### src/tfrp_pkg.sv
// ----------------------------------------------------------------------------
// tfrp_pkg
// shared constants, codes and types of the three floor request planner
// ----------------------------------------------------------------------------
package tfrp_pkg;

    localparam int QUEUE_DEPTH = 4;
    localparam int QIDX_W      = $clog2(QUEUE_DEPTH);
    localparam int QCNT_W      = $clog2(QUEUE_DEPTH + 1);

    localparam int POS_W      = 10;
    localparam int MARGIN_W   = 8;
    localparam int KIND_W     = 3;
    localparam int CFG_IDX_W  = 2;
    localparam int CFG_DATA_W = 10;

    // event kinds
    localparam logic [KIND_W-1:0] KIND_CALL_ONE   = 3'd1;
    localparam logic [KIND_W-1:0] KIND_CALL_THREE = 3'd3;
    localparam logic [KIND_W-1:0] KIND_STOP_PRESS = 3'd4;
    localparam logic [KIND_W-1:0] KIND_STOP_FREE  = 3'd5;

    // floor codes held in the queue
    localparam logic [1:0] FLOOR_ONE = 2'd0;
    localparam logic [1:0] FLOOR_TWO = 2'd1;

    // configuration register indexes
    localparam logic [CFG_IDX_W-1:0] CFG_FLOOR_ONE   = 2'd0;
    localparam logic [CFG_IDX_W-1:0] CFG_FLOOR_TWO   = 2'd1;
    localparam logic [CFG_IDX_W-1:0] CFG_FLOOR_THREE = 2'd2;
    localparam logic [CFG_IDX_W-1:0] CFG_NEAR_MARGIN = 2'd3;

    typedef enum logic [1:0] {
        ST_IDLE,
        ST_EVENT,
        ST_SERVE
    } t_state;

    typedef struct packed {
        logic latch;
        logic apply_event;
        logic serve;
        logic emit;
    } t_dp_cmd;

    typedef struct packed {
        logic door_open;
        logic queue_nonempty;
    } t_dp_status;

endpackage

### src/tfrp_ctrl.sv
// ----------------------------------------------------------------------------
// tfrp_ctrl
// sequencer: latch, event phase, serve phase with result strobe
// ----------------------------------------------------------------------------
module tfrp_ctrl (
    input  logic                 i_clk,
    input  logic                 i_rst_n,
    input  logic                 i_start,
    input  tfrp_pkg::t_dp_status i_status,
    output tfrp_pkg::t_dp_cmd    o_cmd,
    output logic                 o_busy
);

    tfrp_pkg::t_state r_state;
    tfrp_pkg::t_state n_state;

    always_ff @(posedge i_clk) begin
        if (!i_rst_n) begin
            r_state <= tfrp_pkg::ST_IDLE;
        end else begin
            r_state <= n_state;
        end
    end

    always_comb begin
        n_state = r_state;
        case (r_state)
            tfrp_pkg::ST_IDLE: begin
                if (i_start) begin
                    n_state = tfrp_pkg::ST_EVENT;
                end
            end
            tfrp_pkg::ST_EVENT: n_state = tfrp_pkg::ST_SERVE;
            tfrp_pkg::ST_SERVE: n_state = tfrp_pkg::ST_IDLE;
            default:            n_state = tfrp_pkg::ST_IDLE;
        endcase
    end

    always_comb begin
        o_cmd  = '0;
        o_busy = 1'b1;
        case (r_state)
            tfrp_pkg::ST_IDLE: begin
                o_busy      = 1'b0;
                o_cmd.latch = i_start;
            end
            tfrp_pkg::ST_EVENT: begin
                // doors open freezes the planner state (queue, pending flags, stop hold and target)
                o_cmd.apply_event = !i_status.door_open;
            end
            tfrp_pkg::ST_SERVE: begin
                o_cmd.serve = !i_status.door_open && i_status.queue_nonempty;
                o_cmd.emit  = 1'b1;
            end
            default: begin
                o_busy = 1'b1;
            end
        endcase
    end

endmodule

### src/tfrp_datapath.sv
// ----------------------------------------------------------------------------
// tfrp_datapath
// config registers, circular request queue, pending flags and result register
// ----------------------------------------------------------------------------
module tfrp_datapath (
    input  logic                                i_clk,
    input  logic                                i_rst_n,
    input  tfrp_pkg::t_dp_cmd                   i_cmd,
    output tfrp_pkg::t_dp_status                o_status,
    input  logic [tfrp_pkg::KIND_W-1:0]         i_kind,
    input  logic [tfrp_pkg::POS_W-1:0]          i_car_position,
    input  logic                                i_door_open,
    input  logic                                i_cfg_we,
    input  logic [tfrp_pkg::CFG_IDX_W-1:0]      i_cfg_index,
    input  logic [tfrp_pkg::CFG_DATA_W-1:0]     i_cfg_data,
    output logic                                o_valid,
    output logic [tfrp_pkg::POS_W-1:0]          o_target_position,
    output logic                                o_target_update,
    output logic                                o_motor_stop,
    output logic                                o_arrived_at_target
);

    localparam int SUM_W = tfrp_pkg::QCNT_W + 1;

    // configuration
    logic [tfrp_pkg::POS_W-1:0]    r_floor_one;
    logic [tfrp_pkg::POS_W-1:0]    r_floor_two;
    logic [tfrp_pkg::POS_W-1:0]    r_floor_three;
    logic [tfrp_pkg::MARGIN_W-1:0] r_margin;

    // latched item
    logic [tfrp_pkg::KIND_W-1:0] r_kind;
    logic [tfrp_pkg::POS_W-1:0]  r_car;
    logic                        r_doors;

    // planner state
    logic [1:0]                  r_store [tfrp_pkg::QUEUE_DEPTH];
    logic [2:0]                  r_pending, n_pending;
    logic [tfrp_pkg::QIDX_W-1:0] r_head, n_head;
    logic [tfrp_pkg::QCNT_W-1:0] r_count, n_count;
    logic [tfrp_pkg::POS_W-1:0]  r_desired, n_desired;
    logic                        r_stop_held, n_stop_held;

    // result register
    logic                       r_valid;
    logic [tfrp_pkg::POS_W-1:0] r_out_target;
    logic                       r_out_update;
    logic                       r_out_stop;
    logic                       r_out_arrived;

    logic                        call;
    logic [1:0]                  call_code;
    logic [tfrp_pkg::POS_W-1:0]  call_pos;
    logic                        free_call;
    logic                        front_ok;
    logic                        not_full;
    logic                        push;
    logic [SUM_W-1:0]            tail_sum;
    logic [tfrp_pkg::QIDX_W-1:0] tail_idx;
    logic [tfrp_pkg::QIDX_W-1:0] front_idx;
    logic [tfrp_pkg::QIDX_W-1:0] wr_idx;
    logic [1:0]                  head_code;
    logic [tfrp_pkg::POS_W-1:0]  head_pos;
    logic                        arrival;

    function automatic logic [tfrp_pkg::POS_W-1:0] floor_pos(
        input logic [1:0]                 code,
        input logic [tfrp_pkg::POS_W-1:0] p_one,
        input logic [tfrp_pkg::POS_W-1:0] p_two,
        input logic [tfrp_pkg::POS_W-1:0] p_three
    );
        logic [tfrp_pkg::POS_W-1:0] pos;
        pos = p_three;
        if (code == tfrp_pkg::FLOOR_ONE) begin
            pos = p_one;
        end else if (code == tfrp_pkg::FLOOR_TWO) begin
            pos = p_two;
        end
        return pos;
    endfunction

    // config writes
    always_ff @(posedge i_clk) begin
        if (!i_rst_n) begin
            r_floor_one   <= tfrp_pkg::POS_W'(0);
            r_floor_two   <= tfrp_pkg::POS_W'(400);
            r_floor_three <= tfrp_pkg::POS_W'(800);
            r_margin      <= tfrp_pkg::MARGIN_W'(50);
        end else if (i_cfg_we) begin
            case (i_cfg_index)
                tfrp_pkg::CFG_FLOOR_ONE:   r_floor_one   <= i_cfg_data;
                tfrp_pkg::CFG_FLOOR_TWO:   r_floor_two   <= i_cfg_data;
                tfrp_pkg::CFG_FLOOR_THREE: r_floor_three <= i_cfg_data;
                tfrp_pkg::CFG_NEAR_MARGIN: r_margin <= i_cfg_data[tfrp_pkg::MARGIN_W-1:0];
                default:                   r_margin      <= r_margin;
            endcase
        end
    end

    // item capture
    always_ff @(posedge i_clk) begin
        if (i_cmd.latch) begin
            r_kind  <= i_kind;
            r_car   <= i_car_position;
            r_doors <= i_door_open;
        end
    end

    // event phase
    always_comb begin
        call      = (r_kind >= tfrp_pkg::KIND_CALL_ONE) && (r_kind <= tfrp_pkg::KIND_CALL_THREE);
        call_code = 2'(r_kind - tfrp_pkg::KIND_CALL_ONE);
        call_pos  = floor_pos(call_code, r_floor_one, r_floor_two, r_floor_three);
        free_call = call && !r_pending[call_code] && (r_car != call_pos);
        // middle call jumps the queue when the car is heading past it, far enough off
        front_ok  = (call_code == tfrp_pkg::FLOOR_TWO) &&
                    (((r_desired == r_floor_three) &&
                      (({1'b0, r_car} + 11'(r_margin)) < {1'b0, r_floor_two})) ||
                     ((r_desired == r_floor_one) &&
                      ({1'b0, r_car} > ({1'b0, r_floor_two} + 11'(r_margin)))));
        not_full  = r_count < tfrp_pkg::QCNT_W'(tfrp_pkg::QUEUE_DEPTH);
        push      = i_cmd.apply_event && free_call && not_full;
        tail_sum  = SUM_W'(r_head) + SUM_W'(r_count);
        if (tail_sum >= SUM_W'(tfrp_pkg::QUEUE_DEPTH)) begin
            tail_idx = tfrp_pkg::QIDX_W'(tail_sum - SUM_W'(tfrp_pkg::QUEUE_DEPTH));
        end else begin
            tail_idx = tfrp_pkg::QIDX_W'(tail_sum);
        end
        if (r_head == '0) begin
            front_idx = tfrp_pkg::QIDX_W'(tfrp_pkg::QUEUE_DEPTH - 1);
        end else begin
            front_idx = r_head - 1'b1;
        end
        wr_idx = front_ok ? front_idx : tail_idx;
    end

    // serve phase
    always_comb begin
        head_code = r_store[r_head];
        head_pos  = floor_pos(head_code, r_floor_one, r_floor_two, r_floor_three);
        arrival   = i_cmd.serve && (r_car == head_pos);
    end

    always_comb begin
        n_pending   = r_pending;
        n_head      = r_head;
        n_count     = r_count;
        n_desired   = r_desired;
        n_stop_held = r_stop_held;
        if (i_cmd.apply_event) begin
            if (push) begin
                n_pending[call_code] = 1'b1;
                n_count              = r_count + 1'b1;
                if (front_ok) begin
                    n_head = front_idx;
                end
            end
            if (r_kind == tfrp_pkg::KIND_STOP_PRESS) begin
                n_stop_held = 1'b1;
            end else if (r_kind == tfrp_pkg::KIND_STOP_FREE) begin
                n_stop_held = 1'b0;
            end
        end
        if (i_cmd.serve) begin
            n_desired = head_pos;
        end
        if (arrival) begin
            n_pending[head_code] = 1'b0;
            n_count              = r_count - 1'b1;
            if (r_head == tfrp_pkg::QIDX_W'(tfrp_pkg::QUEUE_DEPTH - 1)) begin
                n_head = '0;
            end else begin
                n_head = r_head + 1'b1;
            end
        end
    end

    always_ff @(posedge i_clk) begin
        if (!i_rst_n) begin
            r_pending   <= '0;
            r_head      <= '0;
            r_count     <= '0;
            r_desired   <= '0;
            r_stop_held <= 1'b0;
            r_valid     <= 1'b0;
        end else begin
            r_pending   <= n_pending;
            r_head      <= n_head;
            r_count     <= n_count;
            r_desired   <= n_desired;
            r_stop_held <= n_stop_held;
            r_valid     <= i_cmd.emit;
        end
    end

    always_ff @(posedge i_clk) begin
        if (push) begin
            r_store[wr_idx] <= call_code;
        end
    end

    always_ff @(posedge i_clk) begin
        if (i_cmd.emit) begin
            r_out_target  <= n_desired;
            r_out_update  <= i_cmd.serve;
            r_out_stop    <= n_stop_held;
            r_out_arrived <= arrival;
        end
    end

    assign o_status.door_open      = r_doors;
    assign o_status.queue_nonempty = (r_count != '0);

    assign o_valid             = r_valid;
    assign o_target_position   = r_out_target;
    assign o_target_update     = r_out_update;
    assign o_motor_stop        = r_out_stop;
    assign o_arrived_at_target = r_out_arrived;

endmodule

### src/three_floor_request_planner_unit.sv
// o_valid is registered from the serve step: start is accepted in idle, then event step, serve step
// a new item is taken only back in idle, after the capture, event and serve steps of the sequencer
// busy is high from the accepting edge until the serve step is done
// the receiver cannot stall: each result is shown for one cycle only
// reset (i_rst_n low at a clock edge): queue empty, flags and stop clear, target zero,
//   floor positions 0 / 400 / 800 and margin 50
// ----------------------------------------------------------------------------
// three_floor_request_planner_unit
// request planner for a three floor lift car: queues floor calls, picks the
// target from the queue head, tracks the stop button and flags arrival
// ----------------------------------------------------------------------------
module three_floor_request_planner_unit (
    input  logic                                i_clk,
    input  logic                                i_rst_n,
    // item handshake
    input  logic                                start,
    output logic                                busy,
    input  logic [tfrp_pkg::KIND_W-1:0]         i_kind,
    input  logic [tfrp_pkg::POS_W-1:0]          i_car_position,
    input  logic                                i_door_open,
    // configuration write port
    input  logic                                i_cfg_we,
    input  logic [tfrp_pkg::CFG_IDX_W-1:0]      i_cfg_index,
    input  logic [tfrp_pkg::CFG_DATA_W-1:0]     i_cfg_data,
    // result, one cycle per item
    output logic                                o_valid,
    output logic [tfrp_pkg::POS_W-1:0]          o_target_position,
    output logic                                o_target_update,
    output logic                                o_motor_stop,
    output logic                                o_arrived_at_target
);

    // commands from the sequencer, status back from the datapath
    tfrp_pkg::t_dp_cmd    cmd;
    tfrp_pkg::t_dp_status status;

    // sequencer: idle -> event -> serve -> idle
    tfrp_ctrl u_ctrl (
        .i_clk    (i_clk),
        .i_rst_n  (i_rst_n),
        .i_start  (start),
        .i_status (status),
        .o_cmd    (cmd),
        .o_busy   (busy)
    );

    // datapath: event step queues a call (back, or front for a middle call
    // while passing) or updates the stop hold; serve step takes the head as
    // target and pops it on arrival
    tfrp_datapath u_datapath (
        .i_clk               (i_clk),
        .i_rst_n             (i_rst_n),
        .i_cmd               (cmd),
        .o_status            (status),
        .i_kind              (i_kind),
        .i_car_position      (i_car_position),
        .i_door_open         (i_door_open),
        .i_cfg_we            (i_cfg_we),
        .i_cfg_index         (i_cfg_index),
        .i_cfg_data          (i_cfg_data),
        .o_valid             (o_valid),
        .o_target_position   (o_target_position),
        .o_target_update     (o_target_update),
        .o_motor_stop        (o_motor_stop),
        .o_arrived_at_target (o_arrived_at_target)
    );

endmodule

### config.mk
export PLATFORM = sky130hd
export DESIGN_NAME = three_floor_request_planner_unit
export DESIGN_NICKNAME = d
export VERILOG_FILES = /design/src/tfrp_pkg.sv /design/src/tfrp_ctrl.sv /design/src/tfrp_datapath.sv /design/src/three_floor_request_planner_unit.sv
export SDC_FILE = /design/constraint.sdc
export NUM_CORES = 1
export LEC_CHECK = 0
export ABC_AREA = 1
export ABC_CLOCK_PERIOD_IN_PS = 10400
export BUFFER_PORTS_ARGS = -buffer_cell sky130_fd_sc_hd__buf_2
export CAP_MARGIN = 20
export CORE_AREA = 2 2 85 119
export CTS_CLUSTER_DIAMETER = 60
export DETAILED_ROUTE_END_ITERATION = 7
export DIE_AREA = 0 0 87 121
export HOLD_SLACK_MARGIN = 0.1
export PLACE_DENSITY = 0.84
export SYNTH_ARGS = -nofsm -noshare
export SYNTH_HDL_FRONTEND = slang
export SYNTH_SLANG_ARGS = --single-unit
export TNS_END_PERCENT = 5
### constraint.sdc
create_clock -name i_clk -period 10.4 [get_ports i_clk]
set_input_delay 0.52 -clock i_clk [delete_from_list [all_inputs] [get_ports i_clk]]
set_output_delay 0.52 -clock i_clk [all_outputs]
set_load 0.1 [all_outputs]
==> run metrics, run 1 <==
clock buffer depth=2; Post-CTS Setup Repair Bufs=0; Mapped Area=6080 µm²; Setup crit end kind=flop; WP data required=10.45 ns; worst hold path type=in -> reg; Die Y=121 µm; GPL Wtd Cong=1.00; Setup Viol. Count Final=0; Worst-Skew Late Latency=0.35 ns; CTS Sinks=97; Yosys top cell by area=dfxtp_1; nets=918; Slew Limit Fails=0; placed cell areas=6340 µm²; row count=42; global-route wire length before repair=27.0 mm; Worst slew margin=24.9%; die width=87 µm; min cycle time layout=4.06 ns; Mapped Cells=803; Yosys cell types=39; drc violations=0; effective utilization at floorplan=64.6%; Fillers=797; Area contributors post-synth=dfxtp_1 20%, edfxtp_1 17%, nand2_1 11%, ha_1 9.1%, inv_1 7.3%; Avg Cell Area, Syn=7.57 µm²; slowest CP cell=dfxtp_1; outcome=finished clean; vias per cell=5.97; Setup TNS Final=0 ns; share of the synthesized area in the top cell type=slightly above 20%; PwrDens=139 nW/µm²; 1st-pass router iterations=6; per-cell routed wire length=~18 µm; Register Area=2290 µm²; placed cells=939; CTS Buf Count=9; Max Clk Rate=246 MHz; RSZ-0062 raised after global routing=no; Worst EP arrival=4.11 ns; #FFs+latches synth=97; H-tree Lvls=3; max_cap viols=0; DRT antenna net count=0; detailed placement HPWL=13.1 mm; via count=5,703; Max stage delay on crit path=0.38 ns; clock skew=0.00726 ns; hold buffer count at CTS=0; Seq/Total Area, Yosys=37.7%; crit start category=flop; Synth Warn #=0; Port Buffers=44; commonest cells after routing, fill and taps aside=179 x nand2_1, 118 x inv_1, 64 x a21oi_1; largest net degree at the start of global routing=46; leak pwr=roughly 3.2 nW; total power=923 µW; cell mode on critical path=nand2_1; die area=10,500 µm²; Top Ports=45; Final Non-Filler Cells=~960; Slew @ Worst Pin=1.12 ns; crit path kind=reg -> reg; Core Area=9410 µm²; peak supply drop=0.0904 mV; combined area of the multi-input logic cells=about 3200 µm²; initial antenna violation count=0; crit path cell chain=ha_1, nand3_1, nand2_1, a21oi_1, o21ai_0, a21oi_1, o21ai_0, nand2_1, a21oi_1, xor2_1, ha_1, inv_1, nor2_1, nand4_1, nand4_1, nor2_1, nand3_1, nand2_1, nand2_1, nand3_1, o21ai_0, or2_2, nor2_1; worst-path fanout max=6; final cycle utilization of the critical path=39.1%; clock slew at reported path FFs=0.07 ns; Synth Net Count=between 800 and 900; post-CTS sizing=0; CTS tree=yes; ANT cells=0; gr usage total=34.1%; commonest non-fill, non-tap cell in the layout=nand2_1; finished layout cell area=6640 µm²; Area Growth Syn to Fin=9.25%; fraction of layout cells with a size suffix above 1=10.9%; root buf cell=clkbuf_16; Final Hold Fails=0; grt total ovfl=0; final WL=17.2 mm; number of global-route vias before repair=5,430; DRT iter0 DRCs=434
## worst paths after layout
kind                                       startpoint                                 end  slack [ns]  depth (start not counted)
setup / recovery  u_datapath.r_margin[1]$_SDFFE_PN1P_  u_datapath.r_store[2][1]$_DFFE_PP_        6.34                         23
hold / removal                      i_car_position[1]       u_datapath.r_car[1]$_DFFE_PP_        0.33                          1
setup reg to reg  u_datapath.r_margin[1]$_SDFFE_PN1P_  u_datapath.r_store[2][1]$_DFFE_PP_        6.34                         23
hold reg to reg        u_ctrl.r_state[1]$_SDFFE_PN0P_      u_ctrl.r_state[1]$_SDFFE_PN0P_        0.47                          1
## layout make-up
cell class	instances	share of cell area, %
multi-input cells	561	48.3
repair buffers	48	3.77
clock inverters	7	0.943
flip-flops and latches	97	34.5
well taps	110	2.07
inverters	124	7.01
clock buffers	9	3.39
## power breakdown
| part | leakage [nW] | switching [mW] | internal [mW] |
|---|---|---|---|
| combinational | 2.24 | 0.118 | 0.0611 |
| sequential | 0.832 | 0.0123 | 0.407 |
| clock | 0.137 | 0.157 | 0.167 |
| total | 3.21 | 0.288 | 0.635 |
## synth_stat cells (all sizes together)
cell type	n
edfxtp	35
nand3	70
clkbuf	13
a21boi	1
xnor2	10
a21oi	65
o21a	2
nand4	16
o22ai	5
xor2	21
o211ai	10
a31oi	1
dfxtp	62
o21ai	49
a22o	1
o21bai	4
or2	4
a21o	2
fa	3
ha	44
inv	123
buf	8
nand3b	2
o221ai	1
nor3	8
a211oi	10
nor2	49
clkinv	1
nand2	183
## sequential cells by signal, summed over array words and instances, names as in the netlist, 2 cells and up, named ones only
name / count
u_datapath.o_target_position: 10
u_datapath.r_car: 10
u_datapath.r_desired: 10
u_datapath.r_floor_one: 10
u_datapath.r_floor_three: 10
u_datapath.r_floor_two: 10
u_datapath.r_margin: 8
u_datapath.r_store: 8
u_datapath.r_count: 3
u_datapath.r_kind: 3
u_datapath.r_pending: 3
u_ctrl.r_state: 2
u_datapath.r_head: 2
## kinds of logic after synthesis
family / after synthesis / share of synthesized area (%)
and+or+nand+nor: 332 / 24.2
adders and majority gates: 47 / 10.0
DFF: 97 / 37.7
AOI/OAI and AO/OA: 151 / 14.0
buffers and inverters: 145 / 9.53
xor gates and xnor gates: 31 / 4.47
## worst max-delay path, delay by kind of cell, from the launching register on
family                   cells  cell delay (ns)
AND/OR/NAND/NOR             13             1.56
AO/OA/AOI/OAI                6             1.00
adder cells (fa/ha/maj)      2             0.57
flip-flops                   1             0.38
XOR/XNOR                     1             0.16
buffers and inverters        1             0.06
## through the flow
| stage | setup slack, ns | hold slack (ns) | util [%] |
|---|---|---|---|
| floorplan | 6.96 | 0.424 | - |
| global placement | 6.59 | 0.443 | 67.4 |
| detailed placement | 6.43 | 0.456 | 67.4 |
| CTS | 6.38 | 0.335 | 70.5 |
| global route | 5.87 | 0.329 | 70.6 |
| finish | 6.34 | 0.334 | 70.6 |
## per-layer routing
metal,global-route usage (%),share of wire (%)
met1,37.0,37
met3,6.26,6.2
met5,0,0
met4,23.6,7.7
met2,58.7,49
(Power assumes the default switching activity.)
==> run 2: changes to the inputs <==
- ABC_CLOCK_PERIOD_IN_PS: 10400 -> 4200
- CORE_AREA: 2 2 85 119 -> 2 2 88 124
- DIE_AREA: 0 0 87 121 -> 0 0 90 126
- PLACE_DENSITY: 0.84 -> 0.79
- clock period: 10.4 -> 4.2 ns (I/O delays scaled with it)
==> run 2 against run 1 <==
Compared with the run above:
- largest power group unchanged
- register-to-register slack got worse by 6.0 ns
- die area increased by 7.7%
- setup slack got worse by 6.0 ns
- non-clock buffer count increased by 16
- core utilization decreased by 3.4 points
==> run metrics, run 2 (same netlist as run 1, synthesis figures left out) <==
outcome=finished clean; root buf cell=clkbuf_16; crit path cell chain=ha_1, nand3_1, nand2_1, a21oi_1, o21ai_1, a21oi_1, o21ai_1, nand2_1, a21oi_1, xor2_1, ha_1, inv_1, nor2_1, nand4_1, nand4_1, nor2_1, nand3_1, nand2_1, nand2_1, nand3_1, o21ai_0, or2_2, nor2_1; WP buf/inv=1 (unchanged); worst-path fanout max=6 (unchanged); CTS Buf Count=9 (unchanged); Hold WS=0.111 ns (-0.223 ns); DRT iter0 DRCs=508 (+17%); Die Y=126 µm (+4.1%); largest net degree at the start of global routing=46 (unchanged); nets=934 (+1.7%); clock skew=0.00750 ns (+0.000243 ns); Setup Viol. Count Final=0 (unchanged); Core Area=10,200 µm² (+8.9%); Setup crit end kind=flop; peak supply drop=0.203 mV (+120%); met1 usage in global routing=33.9% (-3.1 points); grt peak-use layer=met2; slowest CP cell=ha_1; clock slew at reported path FFs=0.07 ns (about the same); CP top delay family=simple AND/OR/NAND/NOR gates; die width=90 µm (+3.4%); Slew @ Worst Pin=1.05 ns (-0.0648 ns); Worst slew margin=29.3% (+4.4 points); WP data required=4.26 ns (-6.19 ns); gr usage total=32.4% (-1.7 points); Top Ports=45 (unchanged); DRT antenna net count=0 (unchanged); Worst-Skew Late Latency=0.36 ns (about the same); max_cap viols=0 (unchanged); global-route wire length before repair=28.4 mm (+4.9%); via count=5,741 (+0.67%); commonest cells after routing, fill and taps aside=179 x nand2_1, 118 x inv_1, 64 x a21oi_1; row count=44 (+4.8%); cell-internal power=1.65 mW (+160%); initial antenna violation count=0 (unchanged); final WL=18.0 mm (+4.3%); detailed placement HPWL=13.9 mm (+5.4%); crit path kind=reg -> reg; RSZ-0062 raised after global routing=no; M3 GR Usage=5.56% (-0.70 points); Post-CTS Setup Repair Bufs=0 (unchanged); leak pwr=3.29 nW (+2.7%); met2 Use GR=57.3% (-1.5 points); PwrDens=346 nW/µm² (+150%); number of global-route vias before repair=5,611 (+3.3%); die area=11,300 µm² (+7.7%); Setup TNS Final=0 ns (unchanged); H-tree Lvls=3 (unchanged); effective utilization at floorplan=59.3% (-5.3 points); ANT cells=0 (unchanged); final cycle utilization of the critical path=92.4% (+53 points); Worst EP arrival=3.94 ns (-0.17 ns); Final Non-Filler Cells=1,000 (+4.6%); combinational fraction of design power=19.5% (about the same); sw frac=30.7% (-0.44 points); Slew Limit Fails=0 (unchanged); GPL Wtd Cong=1.06 (+5.7%); Register Area=2290 µm² (unchanged); Final Hold Fails=0 (unchanged); grt total ovfl=0 (unchanged); combined area of the multi-input logic cells=3220 µm² (+0.59%); Area Growth Syn to Fin=13.2%; per-cell routed wire length=18.0 µm (-0.28%); crit start category=flop; CTS Sinks=97 (unchanged); placed cells=970 (+3.3%); 1st-pass router iterations=5 (-1); vias per cell=5.74 (-3.8%); Port Buffers=44 (unchanged); Switch Pwr=732 µW (+150%); CTS tree=yes; cell mode on critical path=nand2_1; drc violations=0 (unchanged); Max Clk Rate=258 MHz (+4.7%); Fillers=914 (+15%); Clock power frac=36.9% (+1.8 points); fraction of layout cells with a size suffix above 1=11.1% (+0.26 points); commonest non-fill, non-tap cell in the layout=nand2_1; clock buffer depth=2 (unchanged); Max stage delay on crit path=0.36 ns (-0.02 ns); min cycle time layout=3.88 ns (-0.184 ns); worst hold path type=in -> reg; Seq pwr share=43.6% (-1.8 points)
[run 2: cell count changes in the layout (fill, tap and decap cells not counted), sizes merged]
cell,change
bufinv,+1
inv,+1
dlygate4sd3,+14
buf,+2
clkinvlp,-2
[run 2: layout make-up]
type | count | area share [%]
Multi-Input combinational cell | 561 | 46.9
Inverter | 124 | 6.77
Clock buffer | 9 | 3.28
Timing Repair Buffer | 64 | 5.90
Sequential cell | 97 | 33.3
Clock inverter | 7 | 1.35
Tap cell | 138 | 2.51
[run 2: worst reg2reg max path, cell delays in order, from the launching register on]
cell and delay, ns:
dfxtp_1 0.35, ha_1 0.36, nand3_1 0.08, nand2_1 0.12, a21oi_1 0.09, o21ai_1 0.19, a21oi_1 0.10, o21ai_1 0.20
nand2_1 0.08, a21oi_1 0.15, xor2_1 0.21, ha_1 0.28, inv_1 0.06, nor2_1 0.05, nand4_1 0.09, nand4_1 0.09
nor2_1 0.12, nand3_1 0.08, nand2_1 0.07, nand2_1 0.13, nand3_1 0.10, o21ai_0 0.11, or2_2 0.30, nor2_1 0.16
[run 2: worst paths after layout]
path	from	end	slack (ns)	depth (start not counted)
min reg2reg	u_ctrl.r_state[1]$_SDFFE_PN0P_	u_ctrl.r_state[1]$_SDFFE_PN0P_	0.46	1
max reg2reg	u_datapath.r_margin[2]$_SDFFE_PN0P_	u_datapath.r_store[3][1]$_DFFE_PP_	0.32	23
min	start	u_ctrl.r_state[0]$_SDFFE_PN0P_	0.11	3
max	u_datapath.r_margin[2]$_SDFFE_PN0P_	u_datapath.r_store[3][1]$_DFFE_PP_	0.32	23
[run 2: layer usage]
layer  routed length, µm  vias to the layer above
met3                1010                       87
li1                    -                     2770
met5                   0                        -
met4                1530                        0
met2                8890                      228
met1                6530                     2656
[run 2: metrics by stage]
step	total power [mW]	util (%)	setup slack [ns]	area, µm²
after floorplan	1.37	-	0.757	6080
after global placement	1.49	62.5	0.405	6400
after detailed placement	1.50	62.5	0.250	6400
after CTS	2.37	67.0	0.210	6860
after global routing	2.47	67.2	0.00102	6880
final	2.38	67.2	0.321	6880
[run 2: what timing repair did]
item                                    CTS  global route
endpoints found under the setup margin    0             8
endpoints found under the hold margin    14             0
hold buffers                             14             0
gates resized for setup                   0             5
[run 2: power by group through the flow]
stage | Sequential (mW) | Clock, mW | Combinational [mW]
finish | 1.04 | 0.879 | 0.464
global route | 1.04 | 0.914 | 0.514
CTS | 1.04 | 0.883 | 0.453
detailed placement | 1.06 | 0 | 0.441
global placement | 1.06 | 0 | 0.428
floorplan | 1.07 | 0 | 0.295
